### config.mk
export PLATFORM = sky130hd
export DESIGN_NAME = pnr_front
export DESIGN_NICKNAME = d
export VERILOG_FILES = /design/src/rtl/core/pnr_pkg.sv /design/src/rtl/core/pnr_front.sv
export SDC_FILE = /design/constraint.sdc
export NUM_CORES = 1
export LEC_CHECK = 0
export BUFFER_PORTS_ARGS = -buffer_cell sky130_fd_sc_hd__buf_2
export CORE_MARGIN = 2
export CORE_UTILIZATION = 60
export DETAILED_ROUTE_END_ITERATION = 16
export GPL_ROUTABILITY_DRIVEN = 0
export PLACE_DENSITY = 0.85
export SLEW_MARGIN = 20
export SYNTH_ARGS = -nofsm -noshare
export SYNTH_HDL_FRONTEND = slang
export SYNTH_SLANG_ARGS = --single-unit
### constraint.sdc
create_clock -name aclk -period 11.6 [get_ports aclk]
set_input_delay 3.48 -clock aclk [delete_from_list [all_inputs] [get_ports aclk]]
set_output_delay 3.48 -clock aclk [all_outputs]
set_load 0.02 [all_outputs]
### src/rtl/core/pnr_pkg.sv
// pnr_pkg: shared types and constants of the pepper noise repair filter
// used by pnr_front, pnr_back and the core top level, depends on nothing
`default_nettype none

package pnr_pkg;

    localparam int unsigned PIX_W = 8;
    localparam int unsigned WIDTH_CFG_W = 11;
    localparam int unsigned HEIGHT_CFG_W = 13;
    localparam int unsigned THR_W = 11;
    localparam int unsigned CFG_DATA_W = 13;
    localparam int unsigned CFG_INDEX_W = 2;
    localparam int unsigned ROW_W = 13;
    localparam int unsigned OROW_W = 12;
    localparam int unsigned WT_W = 16;
    localparam int unsigned SUM_W = 24;
    localparam int unsigned DIV_W = 26;
    localparam int unsigned WIN_CELLS = 25;

    localparam logic [CFG_INDEX_W-1:0] CFG_IMAGE_WIDTH = 2'd0;
    localparam logic [CFG_INDEX_W-1:0] CFG_IMAGE_HEIGHT = 2'd1;
    localparam logic [CFG_INDEX_W-1:0] CFG_NOISE_THRESHOLD = 2'd2;

    localparam logic [WIDTH_CFG_W-1:0] WIDTH_RESET = 11'd640;
    localparam logic [HEIGHT_CFG_W-1:0] HEIGHT_RESET = 13'd480;
    localparam logic [THR_W-1:0] THR_RESET = 11'd153;
    localparam logic [HEIGHT_CFG_W-1:0] MAX_HEIGHT = 13'd4096;

    // inverse distance weights, unsigned q1.12, row by row
    localparam logic [12:0] WTAB [WIN_CELLS] = '{
        13'd1448, 13'd1832, 13'd2048, 13'd1832, 13'd1448,
        13'd1832, 13'd2896, 13'd4096, 13'd2896, 13'd1832,
        13'd2048, 13'd4096, 13'd0,    13'd4096, 13'd2048,
        13'd1832, 13'd2896, 13'd4096, 13'd2896, 13'd1832,
        13'd1448, 13'd1832, 13'd2048, 13'd1832, 13'd1448
    };

    typedef struct packed {
        logic       has_out;
        logic       cand;
        logic [4:0] row_ok;
        logic [4:0] col_ok;
        logic       last;
        logic [1:0] wr_slot;
        logic [1:0] wb_slot;
    } pnr_ctl_t;

    localparam int unsigned CTL_W = $bits(pnr_ctl_t);

endpackage

`default_nettype wire

### src/rtl/core/pnr_front.sv
// pnr_front: accepts input beats, tracks frame position and classifies each item
// depends on pnr_pkg
`default_nettype none

module pnr_front #(
    parameter int unsigned MAX_WIDTH = 1024,
    localparam int unsigned CW = $clog2(MAX_WIDTH)
) (
    input  wire logic                               aclk,
    input  wire logic                               aresetn,
    input  wire logic                               s_tvalid,
    output logic                                    s_tready,
    input  wire logic [7:0]                         s_tdata,
    input  wire logic                               s_tuser,
    input  wire logic [pnr_pkg::WIDTH_CFG_W-1:0]    cfg_width,
    input  wire logic [pnr_pkg::HEIGHT_CFG_W-1:0]   cfg_height,
    input  wire logic                               q_full,
    output logic                                    q_push,
    output pnr_pkg::pnr_ctl_t                       q_ctl,
    output logic [7:0]                              q_pix,
    output logic [CW-1:0]                           q_col,
    output logic [CW-1:0]                           q_wb_col
);
    import pnr_pkg::*;

    localparam int unsigned WW = CW + 1;

    logic [ROW_W-1:0]        row_reg;
    logic [CW-1:0]           col_reg;
    logic [OROW_W-1:0]       orow_reg;
    logic [CW-1:0]           ocol_reg;
    logic [WW-1:0]           fw_reg;
    logic [HEIGHT_CFG_W-1:0] fh_reg;

    logic [WW-1:0]           sat_w;
    logic [HEIGHT_CFG_W-1:0] sat_h;
    logic [WW-1:0]           fw;
    logic [HEIGHT_CFG_W-1:0] fh;
    logic                    start;
    logic                    in_frame;
    logic                    has_out;
    logic                    last;
    logic                    cand;
    logic [4:0]              row_ok;
    logic [4:0]              col_ok;
    logic                    accept;

    always_comb begin
        if (cfg_width < WIDTH_CFG_W'(3)) begin
            sat_w = WW'(3);
        end else if (32'(cfg_width) > MAX_WIDTH) begin
            sat_w = WW'(MAX_WIDTH);
        end else begin
            sat_w = WW'(cfg_width);
        end
        if (cfg_height < HEIGHT_CFG_W'(3)) begin
            sat_h = HEIGHT_CFG_W'(3);
        end else if (cfg_height > MAX_HEIGHT) begin
            sat_h = MAX_HEIGHT;
        end else begin
            sat_h = cfg_height;
        end
    end

    assign start    = (row_reg == '0) && (col_reg == '0);
    assign fw       = start ? sat_w : fw_reg;
    assign fh       = start ? sat_h : fh_reg;
    assign in_frame = (row_reg < fh);
    assign has_out  = (row_reg > ROW_W'(2)) ||
                      ((row_reg == ROW_W'(2)) && (col_reg >= CW'(2)));
    assign last     = ({1'b0, orow_reg} == fh - HEIGHT_CFG_W'(1)) &&
                      ({1'b0, ocol_reg} == fw - WW'(1));
    assign cand     = (orow_reg != '0) && ({1'b0, orow_reg} + HEIGHT_CFG_W'(1) < fh) &&
                      (ocol_reg != '0) && ({1'b0, ocol_reg} + WW'(1) < fw);

    always_comb begin
        logic [HEIGHT_CFG_W:0] rsum;
        logic [WW:0]           csum;
        for (int r = 0; r < 5; r++) begin
            rsum = {2'b0, orow_reg} + (HEIGHT_CFG_W+1)'(r);
            csum = {2'b0, ocol_reg} + (WW+1)'(r);
            row_ok[r] = (rsum >= (HEIGHT_CFG_W+1)'(2)) &&
                        (rsum < {1'b0, fh} + (HEIGHT_CFG_W+1)'(2));
            col_ok[r] = (csum >= (WW+1)'(2)) && (csum < {1'b0, fw} + (WW+1)'(2));
        end
    end

    assign s_tready = !q_full;
    assign accept   = s_tvalid && s_tready;
    // padding inside the frame carries no pixel and is dropped
    assign q_push   = accept && !(s_tuser && in_frame);

    assign q_pix    = in_frame ? s_tdata : 8'd0;
    assign q_col    = col_reg;
    assign q_wb_col = ocol_reg;

    always_comb begin
        q_ctl         = '0;
        q_ctl.has_out = has_out;
        q_ctl.cand    = cand;
        q_ctl.row_ok  = row_ok;
        q_ctl.col_ok  = col_ok;
        q_ctl.last    = last;
        q_ctl.wr_slot = row_reg[1:0];
        q_ctl.wb_slot = orow_reg[1:0];
    end

    always_ff @(posedge aclk) begin
        if (!aresetn) begin
            row_reg  <= '0;
            col_reg  <= '0;
            orow_reg <= '0;
            ocol_reg <= '0;
            fw_reg   <= WW'(640);
            fh_reg   <= HEIGHT_RESET;
        end else if (q_push) begin
            if (start) begin
                fw_reg <= sat_w;
                fh_reg <= sat_h;
            end
            if ({1'b0, col_reg} + WW'(1) >= fw) begin
                col_reg <= '0;
                row_reg <= row_reg + ROW_W'(1);
            end else begin
                col_reg <= col_reg + CW'(1);
            end
            if (has_out) begin
                if (last) begin
                    row_reg  <= '0;
                    col_reg  <= '0;
                    orow_reg <= '0;
                    ocol_reg <= '0;
                end else if ({1'b0, ocol_reg} + WW'(1) >= fw) begin
                    ocol_reg <= '0;
                    orow_reg <= orow_reg + OROW_W'(1);
                end else begin
                    ocol_reg <= ocol_reg + CW'(1);
                end
            end
        end
    end

endmodule

`default_nettype wire

==> metrics <==
status finished, final reports clean; row cnt between 40 and 50; DP Worst Slack just under 400 ps; HP Class flip-flop to flip-flop; VDD IR-drop max between 0.00008 and 0.00009 V; First-pass DRT Iterations 5; mux cell area share after synthesis 0.003866; Overall Global Routing Usage 0.3441; Max Fclk approximately 0.089 GHz; Startpoint Class input pin; ANT cells 0; relative max-transition margin 0.3211; Pleak 0.004931 uW; top-area cell type share of the netlist area 0.2283; Setup Skew just under 9 ps; Routed WL per cell slightly above 20 microns; Synth Area per Inst 7.817 sq um; Synth area leaders ha_1 23%, dfxtp_1 13%, xnor2_1 8.4%, nor2_1 4.2%, xor2_1 3.2%; via count about 11000; Sink Count between 60 and 70; cts bufs inserted 9; Skew-Pair Late Insertion Delay around 360 ps; Detailed Place HPWL 24410 microns; Die Y 135.4 microns; area of the multi-input gates approximately 0.0085 sq mm; Die W 135.4 microns; Synth Instances 1325; CP Capture Type primary output; CORE AREA roughly 0.017 sq mm; XOR/XNOR share of the synthesized area 0.1180; fin nets about 1600; clock root buffer clkbuf_16; Final Hold Viols 0; layout cell share with drive strength beyond 1 0.1062; IO Pins between 80 and 90; P&R area growth vs syn 7.622%; Routed WL 31970 microns; top_reg_cell synth dfxtp_1; Worst Slack Setup Final approximately 370 ps; commonest non-fill, non-tap cells in the layout 189 x ha_1, 115 x nor2_1, 98 x xnor2_1; antenna violations before repair 0; combinational family with the most area after synthesis simple AND/OR/NAND/NOR gates; most used routing layer met2; Clk pin slew, worst setup/hold paths around 60 ps; compound-gate portion of the synthesized area 0.2178; RSZ-0062 raised after global routing false; # DRC 0; vias per cell between 6 and 7; GRT overflow 0; Initial Utilization 0.6072; Synth area leader ha_1; postcts setup bufs 0; pwr dens about 75 mW/mm^2; synth warn 0; largest net degree at the start of global routing 57; Antenna Nets Post-Route 0; post-synthesis async set-or-reset flop share 0; met2 Use GR 0.5863; Worst-Margin Slew about 1000 ps; CTS H-Tree Depth 3; crit path DAT ~7800 ps; Die Area between 0.015 and 0.02 sq mm; sequential element share of the synthesized area 0.1334; post-route clock period utilization 0.9681; Port Buf Inserts a little over 80; Max-Cap Viols 0; syn nets roughly 1600; CP required 8120 ps; routing usage on met1 0.4006; Final setup viols 0; simple-gate share of the synthesized area 0.2470; crit path max fanout 8; M3 GR Usage 0.06210; fillcell total 1432; Slew Viols, Final 0; CTS tree yes; sequential cell area roughly 0.0014 sq mm; drt initial violations approximately 1300; Synth Area in Adders 0.2283; Post-synth EDFFs 0; #FFs+latches synth between 60 and 70; number of global-route vias before repair ~10000; clk buf depth 2; Crit Path Class input pin to primary output; first-pass GRT wire length a little over 50000 microns; most common cell after layout, fill and taps aside ha_1; crit path time final roughly 11000 ps; Synth cell types 81; Setup TNS 0 ps; cell area after synthesis between 0.01 and 0.015 sq mm
path summary, 6_finish.rpt:
| check | start | to | slack, ps | depth (start not counted) |
|---|---|---|---|---|
| max | cfg_height[9] | q_ctl[13] | 370 | 18 |
| min | fh_reg[1] | fh_reg[1] | 520 | 2 |
| max reg2reg | row_reg[7] | orow_reg[8] | 5280 | 15 |
| min reg2reg | fh_reg[1] | fh_reg[1] | 520 | 2 |
logic make-up after synthesis:
family | after synthesis
flip-flops | 69
AO/OA/AOI/OAI | 319
adder cells (fa/ha/maj) | 189
multiplexers | 4
XOR/XNOR | 138
AND/OR/NAND/NOR | 482
buffers and inverters | 124
metrics by stage:
| stage | hold slack (ps) | utilization | cell area, sq um | power, uW | cells |
|---|---|---|---|---|---|
| 2_1_floorplan | 476.8 | - | 10360 | 440.5 | 1325 |
| 3_5_place_dp | 503.5 | 0.6333 | 10800 | 510.7 | 1574 |
| 4_1_cts | 511.9 | 0.6529 | 11140 | 821.6 | 1590 |
| 6_report | 517.8 | 0.6535 | 11150 | 830.7 | 1590 |
| 3_3_place_gp | 489.8 | 0.6333 | 10800 | 503.5 | 1574 |
| 5_1_grt | 537.9 | 0.6535 | 11150 | 861.9 | 1590 |
area by class of cell:
type                    count  area share
clock inverters             5    0.007296
flip-flops and latches     69      0.1239
clock buffers              11     0.02267
repair buffers             93     0.04400
multi-input cells        1132      0.7583
inverters                  55     0.01852
well taps                 225     0.02526
power by group:
| group | internal (uW) | total, uW | switching, uW |
|---|---|---|---|
| Clock | 200 | 315 | 115 |
| Sequential | 242 | 248 | 6.29 |
| Combinational | 105 | 267 | 162 |
| Total | 547 | 831 | 284 |
synth_stat cells (6+ instances only):
cell and count:
nor2_1 115, nand2b_1 11, nor2b_1 16, a21oi_1 40
xor2_1 38, o22ai_1 7, or3_1 6, nand2_1 87
nand3_1 51, nor4_1 15, o2111ai_1 10, ha_1 189
a211oi_1 32, o21ai_0 54, or4_1 14, and2_1 22
o21bai_1 8, and3_1 23, buf_2 10, a2111oi_0 7
xnor2_1 99, o31ai_1 11, a31oi_1 17, and4_1 6
nor3_1 51, nand4_1 29, o21a_1 32, clkbuf_1 43
a21o_1 40, inv_1 52, buf_4 11, dfxtp_1 69
critical path, cell delays in order:
cell and delay (ps):
buf_2 140, or4_4 580, nor4_4 420, nor2_2 170
a2bb2oi_1 210, inv_1 110, ha_1 210, nand3_1 120
nor2_1 220, nand2_1 100, xnor2_1 630, ha_1 370
o2111ai_1 100, a31oi_1 120, a211oi_1 190, o21ai_0 120
a22oi_1 220, buf_2 220
timing repair:
action                     CTS  global route
resized for setup            0             1
hold buffers                 0             0
setup endpoints to repair    0             1
metal layers:
metal  vias to the layer above  part of all wire
met5                         -                 0
met4                         0             0.059
met3                       165             0.094
met2                       669              0.46
met1                      4993              0.38
li1                       4955                 -
No activity file was read; power rests on OpenSTA's default activity.
