$ cat config.mk
export PLATFORM = sky130hd
export DESIGN_NAME = pnr_fifo
export DESIGN_NICKNAME = d
export VERILOG_FILES = /design/src/rtl/core/pnr_fifo.sv
export SDC_FILE = /design/constraint.sdc
export NUM_CORES = 1
export LEC_CHECK = 0
export ABC_AREA = 1
export BUFFER_PORTS_ARGS = -buffer_cell sky130_fd_sc_hd__clkbuf_2
export CAP_MARGIN = 20
export CORE_MARGIN = 3
export CORE_UTILIZATION = 49
export CTS_BUF_LIST = sky130_fd_sc_hd__clkbuf_4 sky130_fd_sc_hd__clkbuf_8 sky130_fd_sc_hd__clkbuf_16
export CTS_CLUSTER_SIZE = 8
export DETAILED_ROUTE_END_ITERATION = 7
export HOLD_SLACK_MARGIN = 0.02
export PLACE_DENSITY = 0.79
export SLEW_MARGIN = 0
export SYNTH_ARGS = -nofsm -noshare
export SYNTH_HDL_FRONTEND = slang
export SYNTH_SLANG_ARGS = --single-unit
$ cat constraint.sdc
create_clock -name aclk -period 1.5 [get_ports aclk]
set_input_delay 0.075 -clock aclk [delete_from_list [all_inputs] [get_ports aclk]]
set_output_delay 0.075 -clock aclk [all_outputs]
set_load 0.01 [all_outputs]
$ cat src/rtl/core/pnr_fifo.sv
// pnr_fifo: two-entry queue between the front and back parts
// generic data width, no package dependency
`default_nettype none

module pnr_fifo #(
    parameter int unsigned DATA_W = 8
) (
    input  wire logic              aclk,
    input  wire logic              aresetn,
    input  wire logic              push,
    input  wire logic [DATA_W-1:0] din,
    output logic                   full,
    input  wire logic              pop,
    output logic [DATA_W-1:0]      dout,
    output logic                   empty
);
    logic [DATA_W-1:0] mem_reg [2];
    logic              wr_ptr_reg;
    logic              rd_ptr_reg;
    logic [1:0]        count_reg;

    assign full  = (count_reg == 2'd2);
    assign empty = (count_reg == 2'd0);
    assign dout  = mem_reg[rd_ptr_reg];

    always_ff @(posedge aclk) begin
        if (push) begin
            mem_reg[wr_ptr_reg] <= din;
        end
    end

    always_ff @(posedge aclk) begin
        if (!aresetn) begin
            wr_ptr_reg <= 1'b0;
            rd_ptr_reg <= 1'b0;
            count_reg  <= 2'd0;
        end else begin
            if (push) begin
                wr_ptr_reg <= ~wr_ptr_reg;
            end
            if (pop) begin
                rd_ptr_reg <= ~rd_ptr_reg;
            end
            if (push && !pop) begin
                count_reg <= count_reg + 2'd1;
            end else if (pop && !push) begin
                count_reg <= count_reg - 2'd1;
            end
        end
    end

    a_push_room: assert property (@(posedge aclk) disable iff (!aresetn) push |-> !full)
        else $error("queue written while full");
    a_pop_data: assert property (@(posedge aclk) disable iff (!aresetn) pop |-> !empty)
        else $error("queue read while empty");

endmodule

`default_nettype wire

==> results of run 1 <==
-- worst max-delay path: cells and delay by family (launching register included) --
family / cells / cell delay [ns]
DFF: 1 / 0.53
muxes: 1 / 0.38
buffers and inverters: 1 / 0.13
-- layer usage --
layer | vias to the layer above | wire [µm]
met3 | 2 | 63
met4 | 0 | 27
met2 | 14 | 601
met5 | - | 0
li1 | 268 | -
met1 | 232 | 547
-- stage by stage --
| stage | cell area (µm²) | cells |
|---|---|---|
| 2_1_floorplan | 805 | 58 |
| 3_3_place_gp | 932 | 95 |
| 3_5_place_dp | 932 | 95 |
| 4_1_cts | 1050 | 108 |
| 5_1_grt | 1050 | 108 |
| 6_report | 1050 | 108 |
-- worst max-delay path by stage --
stage,startpoint,endpoint,slack [ns]
final,flop,dout[1],0.09
after global routing,flop,dout[1],0.002
after CTS,flop,dout[5],0.06
after detailed placement,flop,dout[5],0.41
after global placement,flop,dout[1],0.41
after floorplan,wr_ptr_reg$_SDFFE_PN0P_,mem_reg[0][0]$_DFFE_PP_,0.44
-- area by class of cell --
class	instances	share of cell area
Sequential cell	21	0.552
Timing Repair Buffer	31	0.193
Multi-Input combinational cell	27	0.176
Inverter	9	0.0321
Clock buffer	4	0.0285
Tap cell	16	0.0190
-- power breakdown --
part | internal (mW) | switching [mW] | leakage (nW)
sequential | 0.665 | 0.0217 | 0.192
combinational | 0.0869 | 0.0768 | 0.247
clock | 0.122 | 0.156 | 0.0184
-- cells in the mapped netlist, drive strengths merged --
master | instances | area [µm²]
nand2 | 5 | 21.3
mux2 | 8 | 90.1
o21ai | 1 | 5.00
edfxtp | 16 | 480
ha | 1 | 12.5
a21oi | 1 | 5.00
dfxtp | 5 | 100
nand3 | 1 | 5.00
nand4 | 1 | 6.26
nor2 | 7 | 26.3
inv | 9 | 33.8
xnor2 | 1 | 8.76
nor3 | 1 | 5.00
buf | 1 | 5.00
-- logic make-up (layout without fill, tap and decap cells) --
kind of cell	count (synthesis)	count (layout)	synth area share
simple gates	15	15	0.0793
compound gates	2	2	0.0124
mux	8	8	0.112
flops	21	21	0.722
fa+ha+maj	1	1	0.0155
xor+xnor	1	1	0.0109
buf+inv	10	44	0.0482
-- repair_timing --
| item | in CTS | in global routing |
|---|---|---|
| hold buffers | 9 | 0 |
| setup endpoints to repair | 0 | 0 |
| endpoints found under the hold margin | 18 | 0 |
==> results.md, run 1 <==
- Placement Setup Slack: 0.409 ns
- Final count of hold timing violations: 0
- FF/Latch Area: 581 µm²
- Root Driver: clkbuf_4
- WHS Endpoint: rd_ptr_reg$_SDFFE_PN0P_
- Pwr per Cell Area: 1070 nW/µm²
- M1 GR Usage: 0.150
- Total Neg Setup Slack: 0 ns
- CTS tree: done
- Area of the multi-input gates: 185 µm²
- Status: complete, no violations
- Site Rows: 14
- Worst hold path startpoint: pop
- Post-CTS Setup Repair Bufs: 0
- Clk sinks: 21
- Routed vias: 516
- Met2 GRT Util: 0.203
- Commonest non-fill, non-tap cell in the layout: clkbuf_2
- Worst Setup End Kind: primary output
- Syn Area/Cell: 13.9 µm²
- CP Launch Type: flop
- Gpl congestion: 0.670
- Largest net degree at the start of global routing: 12
- DIE WIDTH: 46.5 µm
- Core box area: 1520 µm²
- Final setup margin: 0.0928 ns
- FMAX: 0.711 GHz
- 1st-iter DRT viols: 15
- Tcrit/Tclk final: 0.938
- Layout fillers: 108
- GRT busiest layer: met2
- Hold depth: 3
- Post-route ant nets: 0
- CP required: 1.42 ns
- Arrival @ worst endpoint: 1.33 ns
- Mapped Cells: 58
- Synth cell types: 16
- Skew-Pair Late Insertion Delay: 0.29 ns
- Gr usage total: 0.126
- WL final: 1240 µm
- Worst-path clk slew: 0.11 ns
- CTS H-tree lvls: 1
- Sequential share of the synthesized area: 0.722
- Highest-count cells in the layout ignoring fill and taps: clkbuf_2, edfxtp_1, dlygate4sd3_1
- Layout cells sized above 1: 0.391
- Max clock buf depth: 2
- DPL Wire Length: 866 µm
- DIE HEIGHT: 46.5 µm
- Final setup fails: 0
- Post-Syn Nets: 71
- Critical-path cell list: mux2_2, clkbuf_2
- Starting density of the core: 0.528
- Antenna Cells: 0
- Fin Clk Skew: 0.00305 ns
- Worst Hold Class: in2reg
- First-pass GRT wire length: 1840 µm
- WL per Instance: 11.5 µm
- IO Count: 22
- DR DRC count: 0
- Resize count post-CTS: 0
- Layout overhead on the synthesized area: 30.8%
- Min cycle time layout: 1.41 ns
- Worst Path Max Fanout: 8
- Grt total ovfl: 0
- Maximum VDD drop: 0.000571 V
- Final Util: 0.690
- Slew headroom: 0.764
- Initial antenna violation count: 0
- Detail-routed via count per cell: 4.78
- Final nets: 106
- Crit Path Class: reg2out
- R2r worst-path depth: 2
- Critical path's slowest cell: dfxtp_1
- Reg2Reg Launch Point: wr_ptr_reg$_SDFFE_PN0P_
- R2r endpoint: mem_reg[1][3]$_DFFE_PP_
- Mapped Area: 805 µm²
- GR Util met3: 0.0352
- Port buffer count: 21
- Pins Over Slew Limit: 0
- Hold_ws: 0.0611 ns
- Pwr Total: 1.13 mW
- CTS Buf Count: 3
- TritonRoute pass-1 iters: 4
- Max_cap viols: 0
- RSZ-0062 raised after global routing: no
- Ys Warns: 0
- Vias in the first global route: 428
- Die area: 2160 µm²
- FF+latch count, synth: 21
- Max incr delay on CP: 0.53 ns
- Actual slew at the worst max-slew pin: 0.354 ns
- Leakage: 0.458 nW
- R2R setup slack: 0.48 ns
- Largest register FFs: 16
Note: power is estimated with default switching activity, not from simulation.
==> inputs of run 2 (changes only) <==
CTS_BUF_LIST = default   (was sky130_fd_sc_hd__clkbuf_4 sky130_fd_sc_hd__clkbuf_8 sky130_fd_sc_hd__clkbuf_16)
clock period = 1.3 ns   (was 1.5 ns; I/O delays follow)
==> run 2 against run 1 <==
  * Register-to-register slack worse by 0.20 ns
  * Sequential power is 16% higher
  * Combinational power rose by 18%
  * Hold slack got worse by 0.013 ns
  * Cell count is the same
  * Die area unchanged
  * Worst setup slack worse by 0.041 ns
  * Non-clock buffer count unchanged
  * Wire length rose by 0.48%
==> results.md, run 2 (synthesis results as in run 1) <==
- Status: complete, no violations (unchanged)
- Maximum VDD drop: 0.000645 V (was 0.000571 V)
- Highest-count cells in the layout ignoring fill and taps: clkbuf_2, edfxtp_1, dlygate4sd3_1 (unchanged)
- Commonest non-fill, non-tap cell in the layout: clkbuf_2 (unchanged)
- Final setup margin: 0.0517 ns (was 0.0928 ns)
- Layout overhead on the synthesized area: 31.7% (was 30.8%)
- Worst Hold Class: in2reg (unchanged)
- Final setup fails: 0 (unchanged)
- 1st-iter DRT viols: 16 (was 15)
- Port buffer count: 21 (unchanged)
- Leakage: 0.462 nW (was 0.458 nW)
- Hold depth: 3 (unchanged)
- Post-route ant nets: 0 (unchanged)
- Antenna Cells: 0 (unchanged)
- Final count of hold timing violations: 0 (unchanged)
- Placed cell area: 932 µm² (unchanged)
- Actual slew at the worst max-slew pin: 0.354 ns (about the same)
- Vias in the first global route: 429 (was 428)
- Site Rows: 14 (unchanged)
- Starting density of the core: 0.528 (unchanged)
- Final nets: 106 (unchanged)
- Fin Clk Skew: 0.00172 ns (was 0.00305 ns)
- Layout fillers: 106 (was 108)
- Total Neg Setup Slack: 0 ns (unchanged)
- Min cycle time layout: 1.25 ns
- Arrival @ worst endpoint: 1.18 ns (was 1.33 ns)
- CTS Buf Count: 3 (unchanged)
- FMAX: 0.801 GHz
- Skew-Pair Late Insertion Delay: 0.29 ns (about the same)
- Inst Count DP: 95 (unchanged)
- Seq pwr share: 0.617 (was 0.609)
- Hold_ws: 0.0479 ns (was 0.0611 ns)
- Initial antenna violation count: 0 (unchanged)
- Crit Path Class: reg2out (unchanged)
- Gr usage total: 0.124 (was 0.126)
- Core box area: 1520 µm² (unchanged)
- Clock Power Share: 0.232 (was 0.246)
- TritonRoute pass-1 iters: 4 (unchanged)
- DR DRC count: 0 (unchanged)
- CTS tree: done (unchanged)
- Pwr per Cell Area: 1210 nW/µm² (was 1070 nW/µm²)
- Layout cells sized above 1: 0.391 (unchanged)
- Max_cap viols: 0 (unchanged)
- DIE WIDTH: 46.5 µm (unchanged)
- Switching power of the nets: 294 µW (was 254 µW)
- RSZ-0062 raised after global routing: no (unchanged)
- CTS H-tree lvls: 1 (unchanged)
- DPL Wire Length: 866 µm (unchanged)
- WL final: 1250 µm (was 1240 µm)
- Grt total ovfl: 0 (unchanged)
- Worst Path Max Fanout: 8 (unchanged)
- Final non-filler cell total: 108 (unchanged)
- Root Driver: clkbuf_4 (unchanged)
- Largest net degree at the start of global routing: 12 (unchanged)
- Routed vias: 503 (was 516)
- Worst Setup End Kind: primary output (unchanged)
- IO Count: 22 (unchanged)
- Post-route design area: 1060 µm² (was 1050 µm²)
- Worst-path clk slew: 0.11 ns (about the same)
- DIE HEIGHT: 46.5 µm (unchanged)
- Placement Setup Slack: 0.219 ns (was 0.409 ns)
- Pwr Total: 1.29 mW (was 1.13 mW)
- Pins Over Slew Limit: 0 (unchanged)
- Max clock buf depth: 2 (unchanged)
- Gpl congestion: 0.670 (unchanged)
- CP Launch Type: flop (unchanged)
- Largest register FFs: 16 (unchanged)
- P_int: 991 µW (was 873 µW)
- WL per Instance: 11.5 µm (about the same)
- Die area: 2160 µm² (unchanged)
- Tcrit/Tclk final: 0.960
- Final Util: 0.695 (was 0.690)
- CP required: 1.24 ns (was 1.42 ns)
- R2r worst-path depth: 2 (unchanged)
- Sw Share: 0.229 (was 0.226)
- Comb power frac: 0.150 (was 0.145)
- Detail-routed via count per cell: 4.66 (was 4.78)
- Clk sinks: 21 (unchanged)
- Slew headroom: 0.763 (was 0.764)
- First-pass GRT wire length: 1840 µm (about the same)
[run 2: cell count changes in the layout (fill, tap and decap cells not counted)]
| cell | change |
|---|---|
| dfxtp_4 | +1 |
| mux2_2 | -2 |
| mux2_4 | +2 |
| clkbuf_4 | -1 |
| clkbuf_1 | +1 |
| dfxtp_1 | -1 |
[run 2: final timing paths]
check,startpoint,to,slack [ns]
worst max register to register,wr_ptr_reg$_SDFFE_PN0P_,mem_reg[1][5]$_DFFE_PP_,0.28
worst max-delay path,flop,dout[4],0.05
worst min-delay path,pop,flop,0.05
worst min register to register,rd_ptr_reg$_SDFFE_PN0P_,flop,0.53
[run 2: power by group through the flow]
| stage | sequential (mW) | combinational [mW] | clock, mW |
|---|---|---|---|
| 6_report | 0.794 | 0.193 | 0.299 |
| 3_3_place_gp | 0.806 | 0.165 | 0 |
| 2_1_floorplan | 0.795 | 0.111 | 0 |
| 5_1_grt | 0.799 | 0.213 | 0.331 |
| 3_5_place_dp | 0.808 | 0.170 | 0 |
| 4_1_cts | 0.793 | 0.192 | 0.307 |
[run 2: cell type report]
cell class | instances | area (µm²) | share of cell area
sequential | 21 | 584 | 0.551
timing repair buffer | 31 | 203 | 0.191
multi-input combinational | 27 | 193 | 0.182
inverter | 9 | 33.8 | 0.0319
clock buffer | 4 | 26.3 | 0.0248
tap | 16 | 20.0 | 0.0189
[run 2: timing repair]
item	in CTS	in global routing
setup buffers	0	0
hold buffers	9	0
gates resized for setup	2	2
endpoints found under the hold margin	18	0
setup endpoints to repair	8	1
[run 2: routing by layer]
| metal | GRT usage | up-vias | share of wire | routed length, µm |
|---|---|---|---|---|
| met5 | 0 | - | 0 | 0 |
| met4 | 0.0511 | 0 | 0.014 | 17 |
| met3 | 0.0352 | 2 | 0.053 | 66 |
| met2 | 0.206 | 14 | 0.51 | 631 |
| met1 | 0.148 | 224 | 0.43 | 531 |
| li1 | - | 263 | - | - |
[run 2: critical path: stages, from the launching register on]
cell,delay (ns)
dfxtp_4,0.42
mux2_2,0.34
clkbuf_2,0.13
==> inputs of run 3 (changes only) <==
CORE_MARGIN = default   (was 3)
==> run 3 against run 2 <==
  * Non-clock buffer count is the same
  * Global-route usage increased by 5.5 points
  * Sequential share of layout area fell by 0.065 points
  * Core utilization up 0.082 points
  * Cell count is the same
  * Hold slack lost 0.016 ns
  * Critical path depth unchanged
  * Fmax down 1.8%
  * Critical endpoint is now dout[2]
  * Largest power group unchanged
==> results.md, run 3 (synthesis results as in run 1) <==
- CTS tree: done (unchanged)
- Detail-routed via count per cell: 4.90 (was 4.66)
- Core box area: 1520 µm² (unchanged)
- DIE HEIGHT: 42.5 µm (was 46.5 µm)
- Final count of hold timing violations: 0 (unchanged)
- Reg2Reg Launch Point: wr_ptr_reg$_SDFFE_PN0P_ (unchanged)
- Hold depth: 3 (unchanged)
- Max clock buf depth: 2 (unchanged)
- Port buffer count: 21 (unchanged)
- Max_cap viols: 0 (unchanged)
- Status: complete, no violations (unchanged)
- Post-route ant nets: 0 (unchanged)
- Final setup fails: 0 (unchanged)
- Layout overhead on the synthesized area: 31.9% (was 31.7%)
- Worst Setup End Kind: primary output (unchanged)
- Skew-Pair Late Insertion Delay: 0.31 ns (was 0.29 ns)
- Largest net degree at the start of global routing: 13 (was 12)
- R2r endpoint: mem_reg[0][7]$_DFFE_PP_ (was mem_reg[1][5]$_DFFE_PP_)
- CP required: 1.24 ns (about the same)
- Final nets: 106 (unchanged)
- Starting density of the core: 0.528 (unchanged)
- DR DRC count: 0 (unchanged)
- DIE WIDTH: 42.5 µm (was 46.5 µm)
- Gr usage total: 0.179 (was 0.124)
- R2R setup slack: 0.24 ns (was 0.28 ns)
- Initial antenna violation count: 0 (unchanged)
- WL per Instance: 12.8 µm (was 11.5 µm)
- Max incr delay on CP: 0.43 ns (was 0.42 ns)
- Clk sinks: 21 (unchanged)
- Worst Hold Class: in2reg (unchanged)
- Critical path's slowest cell: dfxtp_4 (unchanged)
- Critical-path cell list: mux2_2, clkbuf_2 (unchanged)
- CP Launch Type: flop (unchanged)
- Layout cells sized above 1: 0.402 (was 0.391)
- FMAX: 0.786 GHz (was 0.801 GHz)
- Highest-count cells in the layout ignoring fill and taps: clkbuf_2, edfxtp_1, dlygate4sd3_1 (unchanged)
- Grt total ovfl: 0 (unchanged)
- Tcrit/Tclk final: 0.978 (was 0.960)
- Worst Path Max Fanout: 8 (unchanged)
- Min cycle time layout: 1.27 ns (was 1.25 ns)
- Total Neg Setup Slack: 0 ns (unchanged)
- Slew headroom: 0.768 (was 0.763)
- IO Count: 22 (unchanged)
- WHS Endpoint: wr_ptr_reg$_SDFFE_PN0P_
- Fin Clk Skew: 0.0104 ns (was 0.00172 ns)
- CTS H-tree lvls: 1 (unchanged)
- Die area: 1810 µm² (was 2160 µm²)
- Commonest non-fill, non-tap cell in the layout: clkbuf_2 (unchanged)
- 1st-iter DRT viols: 10 (was 16)
- Pwr per Cell Area: 1230 nW/µm² (was 1210 nW/µm²)
- Pwr Total: 1.30 mW (was 1.29 mW)
- Routed vias: 529 (was 503)
- Site Rows: 14 (unchanged)
- First-pass GRT wire length: 2210 µm (was 1840 µm)
- Worst hold path startpoint: push (was pop)
- DPL Wire Length: 868 µm (was 866 µm)
- Pins Over Slew Limit: 0 (unchanged)
- Leakage: 0.465 nW (was 0.462 nW)
- RSZ-0062 raised after global routing: yes (was no)
- WL final: 1380 µm (was 1250 µm)
- Post-CTS Setup Repair Bufs: 0 (unchanged)
- Root Driver: clkbuf_4 (unchanged)
- R2r worst-path depth: 2 (unchanged)
- TritonRoute pass-1 iters: 4 (unchanged)
- Antenna Cells: 0 (unchanged)
- Vias in the first global route: 523 (was 429)
- Gpl congestion: 0.669 (was 0.670)
- Crit Path Class: reg2out (unchanged)
- Maximum VDD drop: 0.000800 V (was 0.000645 V)
- Largest register FFs: 16 (unchanged)
- Arrival @ worst endpoint: 1.21 ns (was 1.18 ns)
- Worst-path clk slew: 0.12 ns (was 0.11 ns)
- Actual slew at the worst max-slew pin: 0.348 ns (was 0.354 ns)
- CTS Buf Count: 3 (unchanged)
run 3: per-stage QoR:
step           setup slack [ns]  area [µm²]  hold slack [ns]  std cells   util
2_1_floorplan             0.242         805            0.164         58      -
3_3_place_gp              0.215         932            0.255         95  0.612
3_5_place_dp              0.209         932            0.261         95  0.612
4_1_cts                  0.0207        1050           0.0398        108  0.691
5_1_grt                 -0.0168        1060           0.0560        108  0.696
6_report                 0.0284        1060           0.0315        108  0.696
run 3: layer usage:
metal,vias to the layer above,track usage,part of all wire
li1,262,-,-
met1,249,0.169,0.38
met2,16,0.345,0.57
met3,2,0.0431,0.039
met4,0,0.0938,0.015
met5,-,0,0
run 3: timing repair:
item | in CTS | in global routing
gates resized for setup | 2 | 2
pin swaps | 0 | 0
hold buffers | 9 | 0
endpoints found under the setup margin | 8 | 6
endpoints found under the hold margin | 19 | 0
run 3: how the worst max path moves through the flow:
stage                                          to  slack, ns               startpoint
after floorplan           mem_reg[0][0]$_DFFE_PP_       0.24  wr_ptr_reg$_SDFFE_PN0P_
after global placement                    dout[2]       0.22                     flop
after detailed placement                  dout[6]       0.21                     flop
after CTS                                 dout[6]       0.02                     flop
after global routing                      dout[2]      -0.02                     flop
final                                     dout[2]       0.03                     flop
run 3: worst max-delay path, delay by kind of cell, from the launching register on:
kind                   cells  cell delay [ns]
DFF                        1             0.43
muxes                      1             0.35
buffers and inverters      1             0.13
run 3: cell type report:
cell class | count | area (µm²)
sequential | 21 | 584
fill | 116 | 463
timing repair buffer | 31 | 203
multi-input combinational | 27 | 193
inverter | 9 | 33.8
clock buffer | 3 | 22.5
tap | 16 | 20.0
clock inverter | 1 | 5.00
run 3: report_power, final:
part,internal (mW),switching (mW)
Combinational,0.104,0.0904
Clock,0.115,0.198
Sequential,0.768,0.0276
